[config.mk]
export PLATFORM = sky130hd
export DESIGN_NAME = amb_clear
export DESIGN_NICKNAME = d
export VERILOG_FILES = /design/src/hw/rtl/amb_pkg.sv /design/src/hw/rtl/amb_clear.sv
export SDC_FILE = /design/constraint.sdc
export NUM_CORES = 1
export LEC_CHECK = 0
export ABC_AREA = 1
export ABC_CLOCK_PERIOD_IN_PS = 1600
export CAP_MARGIN = 20
export CORE_MARGIN = 2
export CORE_UTILIZATION = 35
export DETAILED_ROUTE_END_ITERATION = 7
export DONT_BUFFER_PORTS = 1
export GPL_ROUTABILITY_DRIVEN = 0
export PLACE_DENSITY_LB_ADDON = 0.3
export SYNTH_ARGS = -nofsm -noshare
export SYNTH_HDL_FRONTEND = slang
export SYNTH_SLANG_ARGS = --single-unit
[constraint.sdc]
create_clock -name clk -period 1.6 [get_ports clk]
set_input_delay 0.08 -clock clk [delete_from_list [all_inputs] [get_ports clk]]
set_output_delay 0.08 -clock clk [all_outputs]
set_load 0.05 [all_outputs]
[src/hw/rtl/amb_pkg.sv]
package amb_pkg;

    localparam int WORK_DEPTH   = 4096;
    localparam int VIDEO_DEPTH  = 3072;
    localparam int SPRITE_DEPTH = 128;
    localparam int RAM_AW       = 12;
    localparam int SPRITE_AW    = 7;
    localparam int CFG_IDX_W    = 1;

    // Request types.
    localparam logic [1:0] REQ_READ  = 2'd0;
    localparam logic [1:0] REQ_WRITE = 2'd1;
    localparam logic [1:0] REQ_FRAME = 2'd2;

    // Configuration register indexes.
    localparam logic [CFG_IDX_W-1:0] CFG_DIP_A = 1'b0;
    localparam logic [CFG_IDX_W-1:0] CFG_DIP_B = 1'b1;

    // Address map.
    localparam logic [15:0] SPRITE_BASE   = 16'hCC00;
    localparam logic [15:0] SPRITE_END    = 16'hCC80;
    localparam logic [15:0] VIDEO_BASE    = 16'hD000;
    localparam logic [15:0] VIDEO_END     = 16'hDC00;
    localparam logic [15:0] WORK_BASE     = 16'hE000;
    localparam logic [15:0] WORK_END      = 16'hF000;
    localparam logic [15:0] BANKED_BASE   = 16'h8000;
    localparam logic [15:0] IO_BASE       = 16'hC000;
    localparam logic [15:0] SYS_ADDR      = 16'hC000;
    localparam logic [15:0] P1_ADDR       = 16'hC001;
    localparam logic [15:0] P2_ADDR       = 16'hC002;
    localparam logic [15:0] DIP_A_ADDR    = 16'hC003;
    localparam logic [15:0] DIP_B_ADDR    = 16'hC004;
    localparam logic [15:0] SOUND_ADDR    = 16'hC800;
    localparam logic [15:0] SCROLL_LO_ADDR = 16'hC802;
    localparam logic [15:0] SCROLL_HI_ADDR = 16'hC803;
    localparam logic [15:0] SRESET_ADDR   = 16'hC804;
    localparam logic [15:0] PALETTE_ADDR  = 16'hC805;
    localparam logic [15:0] BANK_ADDR     = 16'hC806;

    localparam logic [7:0] SRESET_MASK = 8'h10;
    localparam logic [7:0] OPEN_BUS    = 8'hFF;
    localparam logic [7:0] DIP_RESET   = 8'hFF;

    typedef enum logic [3:0] {
        SRC_ROM, SRC_SPRITE, SRC_VIDEO, SRC_WORK, SRC_SYS,
        SRC_P1, SRC_P2, SRC_DIP_A, SRC_DIP_B, SRC_OPEN
    } src_t;

    typedef enum logic [3:0] {
        TGT_NONE, TGT_SPRITE, TGT_VIDEO, TGT_WORK, TGT_SOUND,
        TGT_SCROLL_LO, TGT_SCROLL_HI, TGT_SRESET, TGT_PALETTE, TGT_BANK
    } tgt_t;

    typedef struct packed {
        src_t src;
        tgt_t tgt;
        logic banked;
    } dec_t;

    typedef struct packed {
        logic              active;
        logic [RAM_AW-1:0] addr;
    } clr_t;

    typedef struct packed {
        logic [1:0]  req_type;
        logic [15:0] bus_address;
        logic [7:0]  write_value;
        logic [7:0]  system_port;
        logic [7:0]  player_one_port;
        logic [7:0]  player_two_port;
    } req_t;

    typedef struct packed {
        logic [7:0]  read_data;
        logic        rom_read;
        logic [16:0] rom_address;
        logic [7:0]  sound_command_out;
        logic [15:0] scroll_out;
        logic [1:0]  palette_bank_out;
        logic [1:0]  rom_bank_out;
        logic        sound_reset_out;
    } res_t;

endpackage

[src/hw/rtl/amb_clear.sv]
module amb_clear (
    input  logic          clk,
    input  logic          rst_n,
    output amb_pkg::clr_t clr
);

    localparam logic [amb_pkg::RAM_AW-1:0] LAST = amb_pkg::RAM_AW'(amb_pkg::WORK_DEPTH - 1);

    logic                       active_reg;
    logic [amb_pkg::RAM_AW-1:0] cnt_reg;

    // Sweeps every RAM address once after reset, writing zeros.
    always_ff @(posedge clk or negedge rst_n)
    begin
        if (!rst_n)
        begin
            active_reg <= 1'b1;
            cnt_reg    <= '0;
        end
        else if (active_reg)
        begin
            cnt_reg <= cnt_reg + 1'b1;
            if (cnt_reg == LAST)
            begin
                active_reg <= 1'b0;
            end
        end
    end

    assign clr.active = active_reg;
    assign clr.addr   = cnt_reg;

endmodule

==> flow_summary.ini, run 1 <==
[global_routing]
grt_pass1_wl_um = 2330
grt_remaining_overflow = 0
grt_use_total = 0.131
grt_max_degree = 14
grt_pass1_vias = 481
antenna_found_initial = 0

[timing]
slew_violations = 0
clock.fmax_ghz = 0.782
slew_headroom = 0.601
hold_viol = 0
setup-violations-final = 0
max_slew.worst_pin.slew_ns = 0.597
fin_crit_sh = 0.800
min_period_ns = 1.28
setup_tns_ns = 0
finalClockSkew_ns = 0.00516
rsz0062_at_grt = false

[clock_network]
clockBufferDepth = 2
root_buffer = clkbuf_4
clock-sinks = 13
cts_tree = built
clk_latency_ns = 0.28
cts_made_buffers = 3
clkTransAtPathRegs_ns = 0.08
h-tree-depth = 1
cts_setup_buffers = 0

[critical_path]
reg2reg_depth = 5
cp_max_fo = 4
critical_path_class = reg2reg
cp.required_ns = 1.76
startpoint_type = flop
critPathCaptureType = flop
critical_path_arrival_ns = 1.44

[synth]
ys_warn_count = 0
synth_top_cell_area_share = 0.415
ys_top_cells_by_area = dfrtp_1, nand2_1, inv_1
synth_most_common_cell = nand2_1
ys_seq_elements = 13
syn_avg_cell_area_sq_um = 8.94
synth_ff_type = dfrtp_1
ys_seq_area_frac = 0.451
synth_area_sq_um = 724
yosysTopAreaCell = dfrtp_1
synth_nets = 84
synth_edf_count = 0
synthCells = 81
ys_async_sr_fraction = 1.00
ys_types = 23
synth_common_cells = nand2_1, inv_1, dfrtp_1, nand3_1

[power_and_ir_drop]
max-vdd-ir-drop_v = 0.000348
powerDensity_nw_per_um2 = 617
p_leak_nw = 0.511

[layout]
fin_nets = 101
largest_register_ffs = 12
area_growth_syn_to_layout_pct = 20.6
final_util = 0.445
final_cells = 124
drive_gt1_frac = 0.278
antenna_cells = 0
design_area_sq_um = 873

[detailed_routing]
first_pass_iters = 4
initialDrtViolationCount = 9
vias_per_cell = 4.40
antenna_left = 0
wl_per_cell_um = 11.0
wirelength_um = 1360
vias = 546
drc = 0

[floorplanning]
initial_utilization = 0.369
die_h_um = 49.5
core_sq_um = 1960
die_area_sq_um = 2450
dieWidth_um = 49.5
std_cell_rows = 16
ioPinCount = 15

[placement]
dp_cells = 119
dpl.hpwl_um = 1040
placed_area_sq_um = 837
numPortBuffers = 0

[status]
status = finished clean

[min_path]
min_path_type = in2async

[flow_run]
max-cap-violations = 0
[power breakdown]
| part | switching (mW) | total (mW) | leakage (nW) | internal [mW] |
|---|---|---|---|---|
| logic | 0.00623 | 0.00789 | 0.318 | 0.00166 |
| registers | 0 | 0.328 | 0.178 | 0.328 |
| clock network | 0.106 | 0.203 | 0.0150 | 0.0967 |
[worst paths after layout]
check / slack [ns] / startpoint / end
hold reg to reg: 0.56 / active_reg$_DFF_PN1_ / active_reg$_DFF_PN1_
min in group clk: 0.56 / active_reg$_DFF_PN1_ / active_reg$_DFF_PN1_
setup / recovery: 0.32 / cnt_reg[0]$_DFFE_PN0P_ / cnt_reg[6]$_DFFE_PN0P_
setup reg to reg: 0.32 / cnt_reg[0]$_DFFE_PN0P_ / cnt_reg[6]$_DFFE_PN0P_
max in group asynchronous: 0.97 / rst_n / cnt_reg[10]$_DFFE_PN0P_
hold / removal: 0.24 / rst_n / cnt_reg[2]$_DFFE_PN0P_
[kinds of logic (layout without fill, tap and decap cells)]
logic type                 count (synthesis)  in the layout  synth area share
muxes                                      1              1            0.0155
AOI/OAI and AO/OA                          2              2            0.0173
xor gates and xnor gates                   5              5            0.0604
buffers and inverters                     18             34             0.109
and+or+nand+nor                           41             41             0.330
DFF                                       13             13             0.451
adders and majority gates                  1              1            0.0173
[final cells by class]
type	count	area [sq um]
fillers	214	1090
flip-flops and latches	13	327
multi-input cells	50	319
repair buffers	14	108
inverters	16	60.1
well taps	27	33.8
clock buffers	4	26.3
[metrics by stage]
step / setup slack, ns / total power [mW] / hold slack, ns
floorplan: 0.0259 / 0.335 / -0.216
global placement: 0.359 / 0.335 / -0.215
detailed placement: 0.319 / 0.335 / -0.215
CTS: 0.314 / 0.552 / 0.248
global route: 0.174 / 0.577 / 0.286
finish: 0.321 / 0.539 / 0.241
[what timing repair did]
action | in CTS | in global routing
resized for setup | 0 | 0
hold endpoints to repair | 13 | 0
hold buffers | 1 | 0
[layer usage]
metal	vias up	share of wire	routed length (um)	track usage
li1	279	-	-	-
met1	253	0.50	685	0.171
met2	12	0.42	576	0.191
met3	2	0.065	88	0.0636
met4	0	0.010	14	0.0417
met5	-	0	0	0
[layout by cell type, fill, tap and decap left out]
master and n:
nand3b_1 1, xor2_1 4, dfstp_2 1, nand3_2 2
nand2_2 2, nand2_1 18, clkbuf_1 1, clkbuf_4 3
nor2_8 1, dfrtp_1 12, nor2_1 3, mux2_2 1
inv_1 15, xnor2_1 1, clkinv_1 1, buf_4 13
dlygate4sd3_1 1, ha_1 1, nand3_1 5, nor3_1 1
nand4_1 4, o21ai_1 1, nand2_4 2, a21boi_1 1
nor2_4 2
[critical path, stage by stage, from the launching register on]
cell     delay (ns)
dfrtp_1        0.44
ha_1           0.26
nand3_2        0.13
nor2_4         0.13
nand2_1        0.07
xor2_1         0.14
Power figures use the tool's default switching activity.
==> run 2: changes to the inputs <==
- ABC_CLOCK_PERIOD_IN_PS: 1600 -> 1330
- clock period: 1.6 -> 1.33 ns (I/O delays scaled with it)
==> run 2 against run 1 <==
Compared with the run above: wire length rose by 1.8%; first-iteration DRC count fell by 56%; clock skew rose by 0.0020 ns; total power rose by 21%; worst hold slack got worse by 0.010 ns; combinational power rose by 20%; register-to-register slack got worse by 0.19 ns; sequential power rose by 20%; non-clock buffer count did not move; final cell count did not move; utilization rose by 0.89 points; fmax rose by 6.6%; critical path type unchanged; critical endpoint is now cnt_reg[5]$_DFFE_PN0P_.
==> flow_summary.ini, run 2 (synthesis results as in run 1) <==
[detailed_routing]
vias = 562
first_pass_iters = 6
antenna_left = 0
wl_per_cell_um = 11.2
wirelength_um = 1390
vias_per_cell = 4.53
initialDrtViolationCount = 4
drc = 0

[placement]
numPortBuffers = 0
placed_area_sq_um = 855
dpl.hpwl_um = 1090

[layout]
largest_register_ffs = 12
antenna_cells = 0
mostFrequentLayoutCell = nand2_1
drive_gt1_frac = 0.330
area_growth_syn_to_layout_pct = 23.0
final_util = 0.454
fin_nets = 101
layout_common_cells = nand2_1, inv_1, buf_4
design_area_sq_um = 891

[clock_network]
cts_made_buffers = 3
postCtsHoldBufs = 1
clk_latency_ns = 0.27
root_buffer = clkbuf_4
clockBufferDepth = 2
cts_setup_buffers = 0
cts_tree = built
clock-sinks = 13
clkTransAtPathRegs_ns = 0.09
h-tree-depth = 1
cts_resized = 0

[power_and_ir_drop]
powerDensity_nw_per_um2 = 729
max-vdd-ir-drop_v = 0.000306
p_leak_nw = 0.501

[global_routing]
antenna_found_initial = 0
grt_pass1_vias = 527
grt_remaining_overflow = 0
grt_use_total = 0.123
grt_pass1_wl_um = 2320
grt_max_degree = 14

[min_path]
min_path_type = in2async

[flow_run]
max-cap-violations = 0

[floorplanning]
std_cell_rows = 16
dieWidth_um = 49.5
die_area_sq_um = 2450
ioPinCount = 15
initial_utilization = 0.369
die_h_um = 49.5
core_sq_um = 1960

[critical_path]
cp.required_ns = 1.49
critical_path_arrival_ns = 1.36
critical_path_class = reg2reg
critPathCaptureType = flop
crit_path_cell_trace = nand2_4 > nor2_8 > nand3_2 > xor2_1
slowest_stage = dfstp_2
cpPeakStageDelay_ns = 0.62
startpoint_type = flop
reg2reg_depth = 4
cp_max_fo = 8

[timing]
fin_crit_sh = 0.902
rsz0062_at_grt = false
min_period_ns = 1.20
setup_tns_ns = 0
max_slew.worst_pin.slew_ns = 0.595
setup-violations-final = 0
hold_viol = 0
slew_violations = 0
clock.fmax_ghz = 0.834
slew_headroom = 0.602
finalClockSkew_ns = 0.00720

[status]
status = finished clean
==> run 2: cell counts in the layout (fill, tap and decap cells not counted) <==
Identical to the previous run, type by type.
==> run 2: layout make-up <==
cell class | count | area [sq um]
fillers | 209 | 1070
flip-flops and latches | 13 | 332
multi-input cells | 50 | 332
repair buffers | 14 | 108
inverters | 16 | 60.1
well taps | 27 | 33.8
clock buffers | 4 | 26.3
==> run 2: final timing paths <==
| path | start | to | slack (ns) |
|---|---|---|---|
| worst max register to register | active_reg$_DFF_PN1_ | cnt_reg[5]$_DFFE_PN0P_ | 0.13 |
| min in group clk | cnt_reg[10]$_DFFE_PN0P_ | cnt_reg[10]$_DFFE_PN0P_ | 0.58 |
| max in group asynchronous | rst_n | cnt_reg[1]$_DFFE_PN0P_ | 0.67 |
| worst max-delay path | active_reg$_DFF_PN1_ | cnt_reg[5]$_DFFE_PN0P_ | 0.13 |
| worst min-delay path | rst_n | cnt_reg[8]$_DFFE_PN0P_ | 0.23 |
| worst min register to register | cnt_reg[10]$_DFFE_PN0P_ | cnt_reg[10]$_DFFE_PN0P_ | 0.58 |
==> run 2: per-stage QoR <==
step	setup WS, ns	total power [mW]	cells	hold slack (ns)
floorplan	0.00726	0.403	81	-0.229
global placement	0.156	0.403	119	-0.229
detailed placement	0.138	0.403	119	-0.229
CTS	0.122	0.658	124	0.271
global route	0.0549	0.673	124	0.292
finish	0.130	0.650	124	0.231
==> run 2: metal layers <==
metal  GRT usage  vias up  share of wire
met4      0.0417        0          0.010
met5           0        -              0
met3      0.0273        2          0.045
met1       0.158      268           0.47
met2       0.205       11           0.47
li1            -      281              -
==> run 2: report_power, final <==
part	leakage [nW]	total (mW)	internal [mW]	switching, mW
Clock	0.0150	0.245	0.116	0.129
Sequential	0.171	0.395	0.395	0
Combinational	0.315	0.00946	0.00200	0.00746
Total	0.501	0.650	0.513	0.137
==> run 2: worst max-delay path: cells and delay by family, from the launching register on <==
| kind | cells | cell delay [ns] |
|---|---|---|
| XOR/XNOR | 1 | 0.14 |
| AND/OR/NAND/NOR | 3 | 0.33 |
| flip-flops | 1 | 0.62 |
