**src/hw/rtl/amb_pkg.sv**
```systemverilog
package amb_pkg;

    localparam int WORK_DEPTH   = 4096;
    localparam int VIDEO_DEPTH  = 3072;
    localparam int SPRITE_DEPTH = 128;
    localparam int RAM_AW       = 12;
    localparam int SPRITE_AW    = 7;
    localparam int CFG_IDX_W    = 1;

    // Request types.
    localparam logic [1:0] REQ_READ  = 2'd0;
    localparam logic [1:0] REQ_WRITE = 2'd1;
    localparam logic [1:0] REQ_FRAME = 2'd2;

    // Configuration register indexes.
    localparam logic [CFG_IDX_W-1:0] CFG_DIP_A = 1'b0;
    localparam logic [CFG_IDX_W-1:0] CFG_DIP_B = 1'b1;

    // Address map.
    localparam logic [15:0] SPRITE_BASE   = 16'hCC00;
    localparam logic [15:0] SPRITE_END    = 16'hCC80;
    localparam logic [15:0] VIDEO_BASE    = 16'hD000;
    localparam logic [15:0] VIDEO_END     = 16'hDC00;
    localparam logic [15:0] WORK_BASE     = 16'hE000;
    localparam logic [15:0] WORK_END      = 16'hF000;
    localparam logic [15:0] BANKED_BASE   = 16'h8000;
    localparam logic [15:0] IO_BASE       = 16'hC000;
    localparam logic [15:0] SYS_ADDR      = 16'hC000;
    localparam logic [15:0] P1_ADDR       = 16'hC001;
    localparam logic [15:0] P2_ADDR       = 16'hC002;
    localparam logic [15:0] DIP_A_ADDR    = 16'hC003;
    localparam logic [15:0] DIP_B_ADDR    = 16'hC004;
    localparam logic [15:0] SOUND_ADDR    = 16'hC800;
    localparam logic [15:0] SCROLL_LO_ADDR = 16'hC802;
    localparam logic [15:0] SCROLL_HI_ADDR = 16'hC803;
    localparam logic [15:0] SRESET_ADDR   = 16'hC804;
    localparam logic [15:0] PALETTE_ADDR  = 16'hC805;
    localparam logic [15:0] BANK_ADDR     = 16'hC806;

    localparam logic [7:0] SRESET_MASK = 8'h10;
    localparam logic [7:0] OPEN_BUS    = 8'hFF;
    localparam logic [7:0] DIP_RESET   = 8'hFF;

    typedef enum logic [3:0] {
        SRC_ROM, SRC_SPRITE, SRC_VIDEO, SRC_WORK, SRC_SYS,
        SRC_P1, SRC_P2, SRC_DIP_A, SRC_DIP_B, SRC_OPEN
    } src_t;

    typedef enum logic [3:0] {
        TGT_NONE, TGT_SPRITE, TGT_VIDEO, TGT_WORK, TGT_SOUND,
        TGT_SCROLL_LO, TGT_SCROLL_HI, TGT_SRESET, TGT_PALETTE, TGT_BANK
    } tgt_t;

    typedef struct packed {
        src_t src;
        tgt_t tgt;
        logic banked;
    } dec_t;

    typedef struct packed {
        logic              active;
        logic [RAM_AW-1:0] addr;
    } clr_t;

    typedef struct packed {
        logic [1:0]  req_type;
        logic [15:0] bus_address;
        logic [7:0]  write_value;
        logic [7:0]  system_port;
        logic [7:0]  player_one_port;
        logic [7:0]  player_two_port;
    } req_t;

    typedef struct packed {
        logic [7:0]  read_data;
        logic        rom_read;
        logic [16:0] rom_address;
        logic [7:0]  sound_command_out;
        logic [15:0] scroll_out;
        logic [1:0]  palette_bank_out;
        logic [1:0]  rom_bank_out;
        logic        sound_reset_out;
    } res_t;

endpackage

```
**src/hw/rtl/amb_decode.sv**
```systemverilog
module amb_decode (
    input  logic [15:0]   addr,
    output amb_pkg::dec_t dec
);

    always_comb
    begin
        dec.src    = amb_pkg::SRC_OPEN;
        dec.tgt    = amb_pkg::TGT_NONE;
        dec.banked = (addr >= amb_pkg::BANKED_BASE) && (addr < amb_pkg::IO_BASE);

        if (addr < amb_pkg::IO_BASE)
        begin
            dec.src = amb_pkg::SRC_ROM;
        end
        else if (addr >= amb_pkg::SPRITE_BASE && addr < amb_pkg::SPRITE_END)
        begin
            dec.src = amb_pkg::SRC_SPRITE;
            dec.tgt = amb_pkg::TGT_SPRITE;
        end
        else if (addr >= amb_pkg::VIDEO_BASE && addr < amb_pkg::VIDEO_END)
        begin
            dec.src = amb_pkg::SRC_VIDEO;
            dec.tgt = amb_pkg::TGT_VIDEO;
        end
        else if (addr >= amb_pkg::WORK_BASE && addr < amb_pkg::WORK_END)
        begin
            dec.src = amb_pkg::SRC_WORK;
            dec.tgt = amb_pkg::TGT_WORK;
        end
        else
        begin
            unique case (addr)
                amb_pkg::SYS_ADDR:       dec.src = amb_pkg::SRC_SYS;
                amb_pkg::P1_ADDR:        dec.src = amb_pkg::SRC_P1;
                amb_pkg::P2_ADDR:        dec.src = amb_pkg::SRC_P2;
                amb_pkg::DIP_A_ADDR:     dec.src = amb_pkg::SRC_DIP_A;
                amb_pkg::DIP_B_ADDR:     dec.src = amb_pkg::SRC_DIP_B;
                amb_pkg::SOUND_ADDR:     dec.tgt = amb_pkg::TGT_SOUND;
                amb_pkg::SCROLL_LO_ADDR: dec.tgt = amb_pkg::TGT_SCROLL_LO;
                amb_pkg::SCROLL_HI_ADDR: dec.tgt = amb_pkg::TGT_SCROLL_HI;
                amb_pkg::SRESET_ADDR:    dec.tgt = amb_pkg::TGT_SRESET;
                amb_pkg::PALETTE_ADDR:   dec.tgt = amb_pkg::TGT_PALETTE;
                amb_pkg::BANK_ADDR:      dec.tgt = amb_pkg::TGT_BANK;
                default:                 dec.src = amb_pkg::SRC_OPEN;
            endcase
        end
    end

endmodule

```
**config.mk**
```make
export PLATFORM = sky130hd
export DESIGN_NAME = amb_decode
export DESIGN_NICKNAME = d
export VERILOG_FILES = /design/src/hw/rtl/amb_pkg.sv /design/src/hw/rtl/amb_decode.sv
export SDC_FILE = /design/constraint.sdc
export NUM_CORES = 1
export LEC_CHECK = 0
export BUFFER_PORTS_ARGS = -buffer_cell sky130_fd_sc_hd__clkbuf_2
export CAP_MARGIN = 20
export CORE_AREA = 2 2 39 41
export DETAILED_ROUTE_END_ITERATION = 10
export DIE_AREA = 0 0 41 43
export GPL_ROUTABILITY_DRIVEN = 0
export PLACE_DENSITY = 0.5
export SLEW_MARGIN = 5
export SYNTH_ARGS = -nofsm -noshare
export SYNTH_HDL_FRONTEND = slang
export SYNTH_SLANG_ARGS = --single-unit
```
**constraint.sdc**
```tcl
create_clock -name vclk -period 2.8
set_input_delay 0.56 -clock vclk [all_inputs]
set_output_delay 0.56 -clock vclk [all_outputs]
set_load 0.01 [all_outputs]
```
==> metrics.md, run 1 <==
| Metric | Value |
|---|---|
| Max-slew headroom | `0.7539` |
| Sequential fraction of the synthesis area | `0` |
| Outcome | `complete, no violations` |
| CP arrival | `about 1.9 ns` |
| Row cnt | `14` |
| Largest net degree at the start of global routing | `9` |
| Max-cap viol count | `0` |
| Routed WL per cell | `between 9 and 10 um` |
| Post-Syn Area | `260.3 sq um` |
| Unrepaired setup endpoints after global routing | `no` |
| DIE HEIGHT | `between 40 and 50 um` |
| DIE AREA | `around 1800 sq um` |
| FFs & Latches | `0` |
| Fin util | `0.2902` |
| Layout cells sized above 1 | `0.4839` |
| Crit. End Element | `primary output` |
| Placed insts | `78` |
| Syn Area/Cell | `around 6.8 sq um` |
| First-pass DRT Iterations | `2` |
| Routed Antenna Nets | `0` |
| Fillers | `160` |
| Met1 Track Usage GR | `0.1270` |
| Clock Buffer Count | `0` |
| Distinct cells, synth | `22` |
| First-pass GRT wire length | `~1.2 mm` |
| Measured slew at the worst slew-check pin | `about 0.37 ns` |
| Hold Crit Class | `input port to primary output` |
| Max-slew violation count | `0` |
| Critical Path, Cell by Cell | `clkbuf_2 -> or4_4 -> nor2_2 -> nand4_1 -> a211oi_1 -> clkbuf_2` |
| Placed inst area | `401.6 sq um` |
| Layout Cells excl Fill | `78` |
| Final count of hold timing violations | `0` |
| Hold-fix buffers at CTS | `0` |
| GR Util met3 | `0` |
| YS warnings | `0` |
| Synth Instances | `38` |
| Nets@finish | `80` |
| Startpoint types | `input port` |
| Synth area leaders | `nor2b_1 12%, nor2_1 12%, nand4bb_4 11%` |
| Maximum vdd drop | `between 0.03 and 0.04 mV` |
| Met2 usage | `0.1594` |
| Routed vias | `~370` |
| Die Wd | `41 um` |
| Antenna violations before repair | `0` |
| Post-cts repair resize count | `0` |
| Design area | `about 400 sq um` |
| F_max | `between 400 and 500 MHz` |
| # setup viols final | `0` |
| Setup TNS Final | `0 ns` |
| Critical path's most frequent cell | `clkbuf_2` |
| Post-Route WL | `752 um` |
| HPWL Detailed | `~670 um` |
| Area leader, netlist | `nor2b_1` |
| CP Max Fanout | `3` |
| Syn Nets | `54` |
| Num ports | `25` |
| Initial Util | `0.1881` |
| Gr ovfl total | `0` |
| Syn-to-layout area delta | `54.33%` |
| PwrDens | `between 100 and 150 nW/um^2` |
| Yosys top cell area share | `0.1202` |
| Leakage power total | `~0.19 nW` |
| Setup Fix Bufs, Post-CTS | `0` |
| Register area | `0 sq um` |
| Core Area | `1384 sq um` |
| Setup CP Type | `input port to primary output` |
| CP max stage delay | `between 0.5 and 0.6 ns` |
| I/O Buffers | `25` |
| Number of DRC markers in iteration 0 | `6` |
| Worst Path Required | `roughly 2.2 ns` |
| Antenna fix cells | `0` |
| Final period util | `0.8806` |
| Vias in the first global route | `~320` |
| Gr busiest metal | `met2` |
| Gr usage total | `0.09100` |
| Drc violations | `0` |
| Minimum clock period | `about 2.5 ns` |
| Worst path slowest cell | `or4_4` |
| Routed vias/inst | `approximately 4.8` |
worst max-delay path, delay by kind of cell:
family	cells	cell delay [ns]
and+or+nand+nor	3	0.85
AOI/OAI and AO/OA	1	0.26
buffers and inverters	2	0.25
cell usage after synthesis:
cell       number
a211oi_1        3
nand2_1         3
o311a_1         1
o21ai_0         1
nor2_1          8
a221oi_1        1
a21oi_1         1
nand4_1         1
nor2b_1         5
clkbuf_1        1
and2_1          1
nor4_4          1
nand3_1         1
nor3_1          1
o2bb2ai_1       2
nand4bb_4       1
inv_1           1
or4_4           1
nor3_2          1
a31oi_1         1
o22ai_1         1
nor2_2          1
where the power goes:
part	switching [W]	internal, W
clock	0	0
combinational	0.0000238	0.0000199
sequential	0	0
path summary, 6_finish.rpt:
path / from / cells past startpoint / slack (ns) / endpoint
worst max-delay path: addr[9] / 6 / 0.33 / dec[3]
worst min-delay path: addr[14] / 3 / 1.37 / dec[0]
cells by family (layout without fill, tap and decap cells):
kind of cell / after synthesis / in the layout / synth area share
AOI/OAI and AO/OA: 11 / 11 / 0.3125
buffers and inverters: 2 / 26 / 0.02882
and+or+nand+nor: 25 / 25 / 0.6587
placed cells by master (no fill, tap or decap):
| cell | n |
|---|---|
| or4_4 | 1 |
| nand4_1 | 1 |
| nor3_2 | 1 |
| and2_1 | 1 |
| a211oi_1 | 3 |
| o2bb2ai_1 | 2 |
| nor4_4 | 1 |
| nand2_1 | 3 |
| a31oi_1 | 1 |
| a21oi_1 | 1 |
| nor2_2 | 1 |
| o311a_1 | 1 |
| o21ai_0 | 1 |
| nor2b_1 | 5 |
| a221oi_1 | 1 |
| nand3_1 | 1 |
| nor2_1 | 8 |
| nor3_1 | 1 |
| nand4bb_4 | 1 |
| o22ai_1 | 1 |
| inv_1 | 1 |
| clkbuf_2 | 25 |
final cells by class:
class                           count  area, sq um  area share
Inverter                            1        3.754    0.009346
Multi-Input combinational cell     36        252.7      0.6293
Timing Repair Buffer               25        125.1      0.3115
Tap cell                           16        20.02     0.04984
through the flow:
| stage | worst slack [ns] | hold WS (ns) | total power (W) |
|---|---|---|---|
| 6_report | 0.3343 | 1.368 | 0.00004374 |
| 5_1_grt | 0.2302 | 1.404 | 0.00004890 |
| 4_1_cts | 0.3058 | 1.372 | 0.00004417 |
| 3_5_place_dp | 0.3127 | 1.370 | 0.00004400 |
| 3_3_place_gp | 0.3173 | 1.367 | 0.00004396 |
| 2_1_floorplan | 0.4957 | 1.158 | 0.00002107 |
layer usage:
layer  share of wire  wire, um
met5               0         0
met4               0         0
met2            0.50       376
met1            0.42       317
met3           0.077        58
Power figures use the tool's default switching activity.
==> inputs of run 2 (changes only) <==
--- a/config.mk
+++ b/config.mk
@@ -11,6 +11,7 @@
 export DETAILED_ROUTE_END_ITERATION = 10
 export DIE_AREA = 0 0 41 43
 export GPL_ROUTABILITY_DRIVEN = 0
+export GPL_TIMING_DRIVEN = 0
 export PLACE_DENSITY = 0.5
 export SLEW_MARGIN = 5
 export SYNTH_ARGS = -nofsm -noshare
==> metrics.md, run 2 (synthesis gave the netlist of run 1 again) <==
| Metric | Value |
|---|---|
| Hold Crit Class | `input port to primary output` |
| Final count of hold timing violations | `0` |
| Vias in the first global route | `around 360` |
| Routed vias/inst | `between 5 and 6` |
| Register area | `0 sq um` |
| Leakage power total | `about 0.18 nW` |
| Most frequent cells in the layout | `24 x clkbuf_2, 8 x nor2_1, 5 x nor2b_1, 3 x nand2_1, 3 x a211oi_1` |
| I/O Buffers | `24` |
| DIE HEIGHT | `approximately 43 um` |
| CP Max Fanout | `3` |
| DIE AREA | `between 1500 and 2000 sq um` |
| Gr ovfl total | `0` |
| Most common cell after layout, fill and taps aside | `clkbuf_2` |
| Post-cts repair resize count | `0` |
| F_max | `around 400 MHz` |
| Max-slew headroom | `0.7505` |
| Post-Route WL | `799 um` |
| Core Area | `around 1400 sq um` |
| Routed vias | `between 300 and 400` |
| Die Wd | `roughly 41 um` |
| FFs & Latches | `0` |
| PwrDens | `around 110 nW/um^2` |
| Drc violations | `0` |
| Crit. End Element | `primary output` |
| Placed inst area | `400.4 sq um` |
| Outcome | `complete, no violations` |
| Layout cells sized above 1 | `0.4677` |
| Setup TNS Final | `0 ns` |
| Antenna fix cells | `0` |
| Initial Util | `0.1881` |
| Largest net degree at the start of global routing | `9` |
| Unrepaired setup endpoints after global routing | `no` |
| Number of DRC markers in iteration 0 | `12` |
| Max-slew violation count | `0` |
| Syn-to-layout area delta | `53.85%` |
| Clock Buffer Count | `0` |
| Measured slew at the worst slew-check pin | `between 0.3 and 0.4 ns` |
| Final period util | `0.8891` |
| Total power | `around 0.000044 W` |
| Routed WL per cell | `about 10 um` |
| Hold-fix buffers at CTS | `0` |
| Setup CP Type | `input port to primary output` |
| Design area | `400.4 sq um` |
| CP arrival | `just under 2 ns` |
| Gr usage total | `0.1020` |
| Final worst slack | `between 0.3 and 0.4 ns` |
| Pre-CTS setup slack | `0.3126 ns` |
| Row cnt | `14` |
| Worst Path Required | `around 2.2 ns` |
| Max-cap viol count | `0` |
| First-pass GRT wire length | `between 1 and 1.5 mm` |
| # setup viols final | `0` |
| Maximum vdd drop | `0.03948 mV` |
| Startpoint types | `input port` |
| Num ports | `25` |
| Nets@finish | `80` |
| Minimum clock period | `about 2.5 ns` |
| Final Hold Slack | `1.366 ns` |
| First-pass DRT Iterations | `5` |
| Routed Antenna Nets | `0` |
| Setup Fix Bufs, Post-CTS | `0` |
| Antenna violations before repair | `0` |
-- run 2: cell counts in the layout (fill, tap and decap cells not counted) --
Identical to the previous run, type by type.
-- run 2: path summary, 6_finish.rpt --
check,startpoint,cells after the start,slack (ns),to
setup / recovery,addr[9],6,0.31,dec[3]
hold / removal,addr[14],3,1.37,dec[0]
-- run 2: power by group --
part	leakage (nW)	switching (W)	total (W)	internal, W
Sequential	0	0	0	0
Clock	0	0	0	0
Combinational	0.182	0.0000241	0.0000438	0.0000197
Total	0.182	0.0000241	0.0000438	0.0000197
-- run 2: routing by layer --
metal,wire (um),vias up,global-route usage
li1,-,198,-
met2,399,22,0.1875
met1,323,172,0.1238
met3,75,0,0.005236
met5,0,-,0
met4,0,0,0.01333
-- run 2: final cells by class --
class	instances	area [sq um]
Multi-Input combinational cell	36	252.7
Fill cell	157	983.4
Buffer	1	3.754
Tap cell	16	20.02
Timing Repair Buffer	24	120.1
Inverter	1	3.754
-- run 2: critical path, stage by stage --
cell and delay, ns:
clkbuf_2 0.08, or4_4 0.53, nor2_2 0.14, nand4_1 0.18, a211oi_1 0.27, clkbuf_2 0.17
-- run 2: stage by stage --
stage / utilization / std cells
2_1_floorplan: - / 38
3_3_place_gp: 0.2893 / 78
3_5_place_dp: 0.2893 / 78
4_1_cts: 0.2893 / 78
5_1_grt: 0.2893 / 78
6_report: 0.2893 / 78
